--- src/clipped_box_mean_filter_macros.svh ---
// ----------------------------------------------------------------------------
// Clipped box mean filter assertion macros
// Shared assertion shorthands clocked on clk with asynchronous reset rst_n.
// ----------------------------------------------------------------------------
`ifndef CLIPPED_BOX_MEAN_FILTER_MACROS_SVH
`define CLIPPED_BOX_MEAN_FILTER_MACROS_SVH

// condition holds in the same cycle
`define CBMF_ASSERT_IMP(lbl, pre, post) \
    lbl: assert property (@(posedge clk) disable iff (!rst_n) (pre) |-> (post)) \
        else $error("assertion failed");

// condition holds in the next cycle
`define CBMF_ASSERT_NXT(lbl, pre, post) \
    lbl: assert property (@(posedge clk) disable iff (!rst_n) (pre) |=> (post)) \
        else $error("assertion failed");

`endif

--- src/cbmf_div.sv ---
// ----------------------------------------------------------------------------
// Clipped box mean filter divider
// Restoring divider, one quotient bit per cycle.
// ----------------------------------------------------------------------------
module cbmf_div #(
    parameter int SUMW = 16,
    parameter int CNTW = 8
) (
    input  logic            clk,
    input  logic            rst_n,
    input  logic            start,
    input  logic [SUMW-1:0] dividend,
    input  logic [CNTW-1:0] divisor,
    output logic            busy,
    output logic            done,
    output logic [7:0]      quotient
);

    localparam int ITW = $clog2(SUMW + 1);

    logic [SUMW-1:0] dvd_reg, dvd_next;
    logic [SUMW-1:0] quo_reg, quo_next;
    logic [CNTW-1:0] rem_reg, rem_next;
    logic [ITW-1:0]  it_reg, it_next;
    logic            busy_reg, busy_next;
    logic            done_reg, done_next;
    logic [CNTW:0]   trial;

    always_comb
    begin
        dvd_next  = dvd_reg;
        quo_next  = quo_reg;
        rem_next  = rem_reg;
        it_next   = it_reg;
        busy_next = busy_reg;
        done_next = 1'b0;
        trial     = {rem_reg, dvd_reg[SUMW-1]};
        if (start)
        begin
            dvd_next  = dividend;
            quo_next  = '0;
            rem_next  = '0;
            it_next   = ITW'(SUMW);
            busy_next = 1'b1;
        end
        else if (busy_reg)
        begin
            dvd_next = {dvd_reg[SUMW-2:0], 1'b0};
            if (trial >= {1'b0, divisor})
            begin
                rem_next = CNTW'(trial - {1'b0, divisor});
                quo_next = {quo_reg[SUMW-2:0], 1'b1};
            end
            else
            begin
                rem_next = trial[CNTW-1:0];
                quo_next = {quo_reg[SUMW-2:0], 1'b0};
            end
            it_next = it_reg - 1'b1;
            if (it_reg == ITW'(1))
            begin
                busy_next = 1'b0;
                done_next = 1'b1;
            end
        end
    end

    always_ff @(posedge clk or negedge rst_n)
    begin
        if (!rst_n)
        begin
            busy_reg <= 1'b0;
            done_reg <= 1'b0;
            it_reg   <= '0;
        end
        else
        begin
            busy_reg <= busy_next;
            done_reg <= done_next;
            it_reg   <= it_next;
        end
    end

    always_ff @(posedge clk)
    begin
        dvd_reg <= dvd_next;
        quo_reg <= quo_next;
        rem_reg <= rem_next;
    end

    assign busy     = busy_reg;
    assign done     = done_reg;
    assign quotient = quo_reg[7:0];

endmodule

--- config.mk ---
export PLATFORM = sky130hd
export DESIGN_NAME = cbmf_div
export DESIGN_NICKNAME = d
export VERILOG_FILES = /design/src/clipped_box_mean_filter_macros.svh /design/src/cbmf_div.sv
export SDC_FILE = /design/constraint.sdc
export NUM_CORES = 1
export LEC_CHECK = 0
export ABC_AREA = 1
export BUFFER_PORTS_ARGS = -buffer_cell sky130_fd_sc_hd__buf_2
export CORE_UTILIZATION = 35
export DETAILED_ROUTE_END_ITERATION = 12
export PLACE_DENSITY = 0.65
export RECOVER_POWER = 50
export SYNTH_ARGS = -nofsm -noshare
export SYNTH_HDL_FRONTEND = slang
export SYNTH_SLANG_ARGS = --single-unit
export TNS_END_PERCENT = 50
--- constraint.sdc ---
create_clock -name clk -period 2.41 [get_ports clk]
set_input_delay 0.482 -clock clk [delete_from_list [all_inputs] [get_ports clk]]
set_output_delay 0.482 -clock clk [all_outputs]
set_load 0.1 [all_outputs]
After elaboration in Yosys (flattened, before gate mapping)
Index checks and enable logic that the tools add are counted.
- register bits: 39
- input port bits: 27
- output and inout port bits: 10
- word-level logic and storage cells: 23
- add/subtract/negate cells: 2
- $lt $le $gt $ge: 1
- equality and inequality tests: 1
- multiplexer cells: 12
- reductions and logical operators: 1
- operator list (cell ; count):
    $mux 16 ; 2
    $mux 5 ; 2
    $ge 9x8->1 ; 1
    $mux 8 ; 1
    $sub 8x8->8 ; 1
    $mux 1 ; 7
    $eq 5x1->1 const B ; 1
    $sub 5x1->5 const B ; 1
    $reduce_bool 2->1 ; 1

Longest topological paths before layout
- depth in word-level cells: 4
- depth in mapped cells: 14
- mapped depth without buffers: 13

Worst setup path before layout
Ideal clock, no wire load.
- path type: reg2reg
- start: register busy_reg, in the netlist busy
- end: register dvd_reg[0] (enable)
- library setup time: 0.387 ns
- data arrival time: 2.064 ns
- required time: 2.023 ns
- slack: -0.041 ns
- cell stages (with the launch flop): 5
- buffers on the path: 2
- clock period less this slack: 2.451 ns
- cells stage by stage: dfrtp_1 > buf_2 > nor2_1 > inv_1 > clkbuf_1
- word-level cells in the longest chain between the ends: 1
- ends and longest elaborated chain (element ; line ; text):
    start, declared ; cbmf_div.sv:25 ; logic busy_reg, busy_next;
    start signal, assigned ; cbmf_div.sv:78 ; busy_reg <= busy_next;
    $reduce_bool 2->1 (no source line) ; n/a ;
    end signal, assigned ; cbmf_div.sv:86 ; dvd_reg <= dvd_next;
    end, declared ; cbmf_div.sv:21 ; logic [SUMW-1:0] dvd_reg, dvd_next;
No other way between the ends.
A chain may end at the register's enable or synchronous reset.

Worst setup path in the final report
- start: register quo_reg[4]
- end: output quotient[4]
- RTL lines (element ; line ; text):
    start, declared ; cbmf_div.sv:22 ; logic [SUMW-1:0] quo_reg, quo_next;
    start signal, assigned ; cbmf_div.sv:87 ; quo_reg <= quo_next;
    end, declared ; cbmf_div.sv:16 ; output logic [7:0] quotient
No word-level cell between the ends.

==> metrics.yaml <==
logic_synthesis:
  mappedNetlistArea_um2: 2070
  yosys.area.top_type: "edfxtp_1"
  synth-edff-count: 16
  avgSynthCellArea_um2: 7.68
  synth_most_common_cell: "nand2_1"
  synth_top_area_share: 0.232
  yosys-top-cells-count: "92 x nand2_1, 41 x inv_1, 17 x nor2_1"
  syn-num-nets: 308
  async_flop_share: 0.179
  syn-instance-count: 270
  ys.flop_type: "edfxtp_1"
  yosysWarnings: 0
  synth-seq-cells: 39
  ys_types: 29
  yosys-top-cells-area: "edfxtp_1 23%, nand2_1 17%, dfxtp_1 15%"
  ys_seq_area_frac: 0.470
place:
  dp_hpwl_mm: 3.00
  port_buffers: 36
  gp_congestion: 0.833
floorplanning:
  die_width_um: 79.0
  dieArea_um2: 6240
  chipHeight_um: 79.0
  coreArea_um2: 5610
  io_pins: 37
  initial_utilization: 0.370
  rows: 27
global_route:
  antenna_found_initial: 0
  overflow: 0
  grt_pass1_vias: 1574
  grt.total_usage: 0.140
  grt_max_degree: 24
  grt_pass1_wl_mm: 6.86
finish:
  nets: 345
  area.growth.synth_to_final_pct: 15.7
  largest_register_ffs: 16
  antenna_cells: 0
  drive_gt1_frac: 0.143
  fillers: 612
sta:
  setup_viol: 0
  slew_violations: 0
  min_period_ps: 1980
  hold_viol: 0
  rsz0062_at_grt: "no"
  period_share: 0.822
  slew_headroom: 0.225
  skew_ps: 4.80
  fin_tns_setup_ps: 0
  tightestPinTransition_ps: 1170
  fmax_mhz: 505
worst_setup_path:
  path_class: "reg2out"
  critical_path_buf_inv_count: 1
  cp.required_ps: 1930
  critPathSlowestCell: "clkbuf_1"
  worstPathArrival_ps: 1500
  crit_family: "buffers and inverters"
  endpoint_kind: "primary output"
  cp-start-kind: "flop"
  cp_cell_sequence: "clkbuf_1"
  cp_max_fo: 2
  cpPeakStageDelay_ps: 870
route:
  drc: 0
  dr.pass1.iters: 4
  wl_per_cell_um: 10.5
  drt-initial-drc-count: 68
  ant_nets: 0
  routed_wl_mm: 3.99
  avgViaCountPerCell: 4.60
  routed-via-count: 1749
flow_run:
  maxCapViolations: 0
clock_tree:
  cts_tree: "done"
  cts_setup_buffers: 0
  clock_path_buffers: 2
  htreeDepth: 2
  numCtsBuffers: 5
  cts.repair.resized: 0
  clkSinkCount: 39
  cts-hold-fix-buffers: 0
  root_buffer: "clkbuf_8"
  clk_latency_ps: 290
  clk_pin_slew_worst_paths_ps: 70
worst_hold_path:
  hold_path_class: "in2async"
power_and_ir_drop:
  max-vdd-ir-drop_mv: 0.567
  p_leak_uw: 0.00123
  finalPower_uw: 2250
  power.density_nw_per_um2: 935
run_status:
  outcome: "finished, final reports clean"
==> placed cells by master (no fill, tap or decap) <==
cell type   netlist  routed
nand2_1          92      92
inv_1            41      41
buf_2             2      26
nor2_1           17      17
nand3_1          16      16
edfxtp_1         16      16
dfxtp_1          16      16
clkbuf_1          4      11
ha_1             10      10
a21oi_1           7       7
o22ai_1           7       7
dfrtp_1           7       7
nand4_1           5       5
o21ai_0           5       5
clkbuf_8          0       5
nand2_2           4       4
o21ai_1           4       4
nor2_2            3       3
or2_1             2       2
nor3_1            2       2
inv_2             1       1
clkinv_1          1       1
nand3_2           1       1
a21boi_1          1       1
inv_4             1       1
and2_1            1       1
xor2_1            1       1
nor4_1            1       1
fa_1              1       1
clkinv_2          0       1
clkinvlp_4        0       1
buf_12            0       1
==> per-stage QoR <==
step	hold slack, ps	instances	util	instance area [um^2]	setup slack [ps]
final	84.3	380	0.428	2400	428
after global routing	103	380	0.428	2400	288
after CTS	8.93	380	0.430	2410	538
after detailed placement	325	372	0.415	2330	349
after global placement	325	372	0.415	2330	386
after floorplan	186	270	-	2080	294
==> kinds of logic after synthesis <==
logic type	Yosys count	share of synthesized area
and+or+nand+nor	144	0.294
DFF	39	0.470
adders and majority gates	11	0.0700
xor gates and xnor gates	1	0.00422
buffers and inverters	51	0.0983
AOI/OAI and AO/OA	24	0.0633
==> power breakdown <==
group / internal [uW] / switching, uW
Clock: 202 / 219
Sequential: 814 / 78.9
Combinational: 314 / 618
==> per-layer routing <==
layer | global-route usage | vias to the layer above | routed length, um
met3 | 0.0333 | 8 | 154
met2 | 0.216 | 36 | 1720
met5 | 0 | - | 0
li1 | - | 931 | -
met1 | 0.193 | 774 | 2050
met4 | 0.0473 | 0 | 57
==> area by class of cell <==
| type | instances | area [um^2] | area share |
|---|---|---|---|
| clock inverters | 2 | 12.5 | 0.00521 |
| clock buffers | 6 | 72.6 | 0.0302 |
| inverters | 44 | 168 | 0.0698 |
| multi-input cells | 180 | 895 | 0.373 |
| repair buffers | 37 | 188 | 0.0782 |
| well taps | 72 | 90.1 | 0.0375 |
| flip-flops and latches | 39 | 976 | 0.406 |
==> final timing paths <==
| path | start | to | slack, ps | cells after the start |
|---|---|---|---|---|
| min in group clk | dividend[0] | dvd_reg[0] | 440 | 3 |
| max | quo_reg[4] | quotient[4] | 430 | 1 |
| min reg2reg | quo_reg[7] | quo_reg[7] | 460 | 2 |
| max reg2reg | rem_reg[5] | rem_reg[7] | 630 | 10 |
| max in group asynchronous | rst_n | it_reg[0] | 2040 | 1 |
| min | rst_n | it_reg[1] | 80 | 1 |
(Power assumes the default switching activity.)
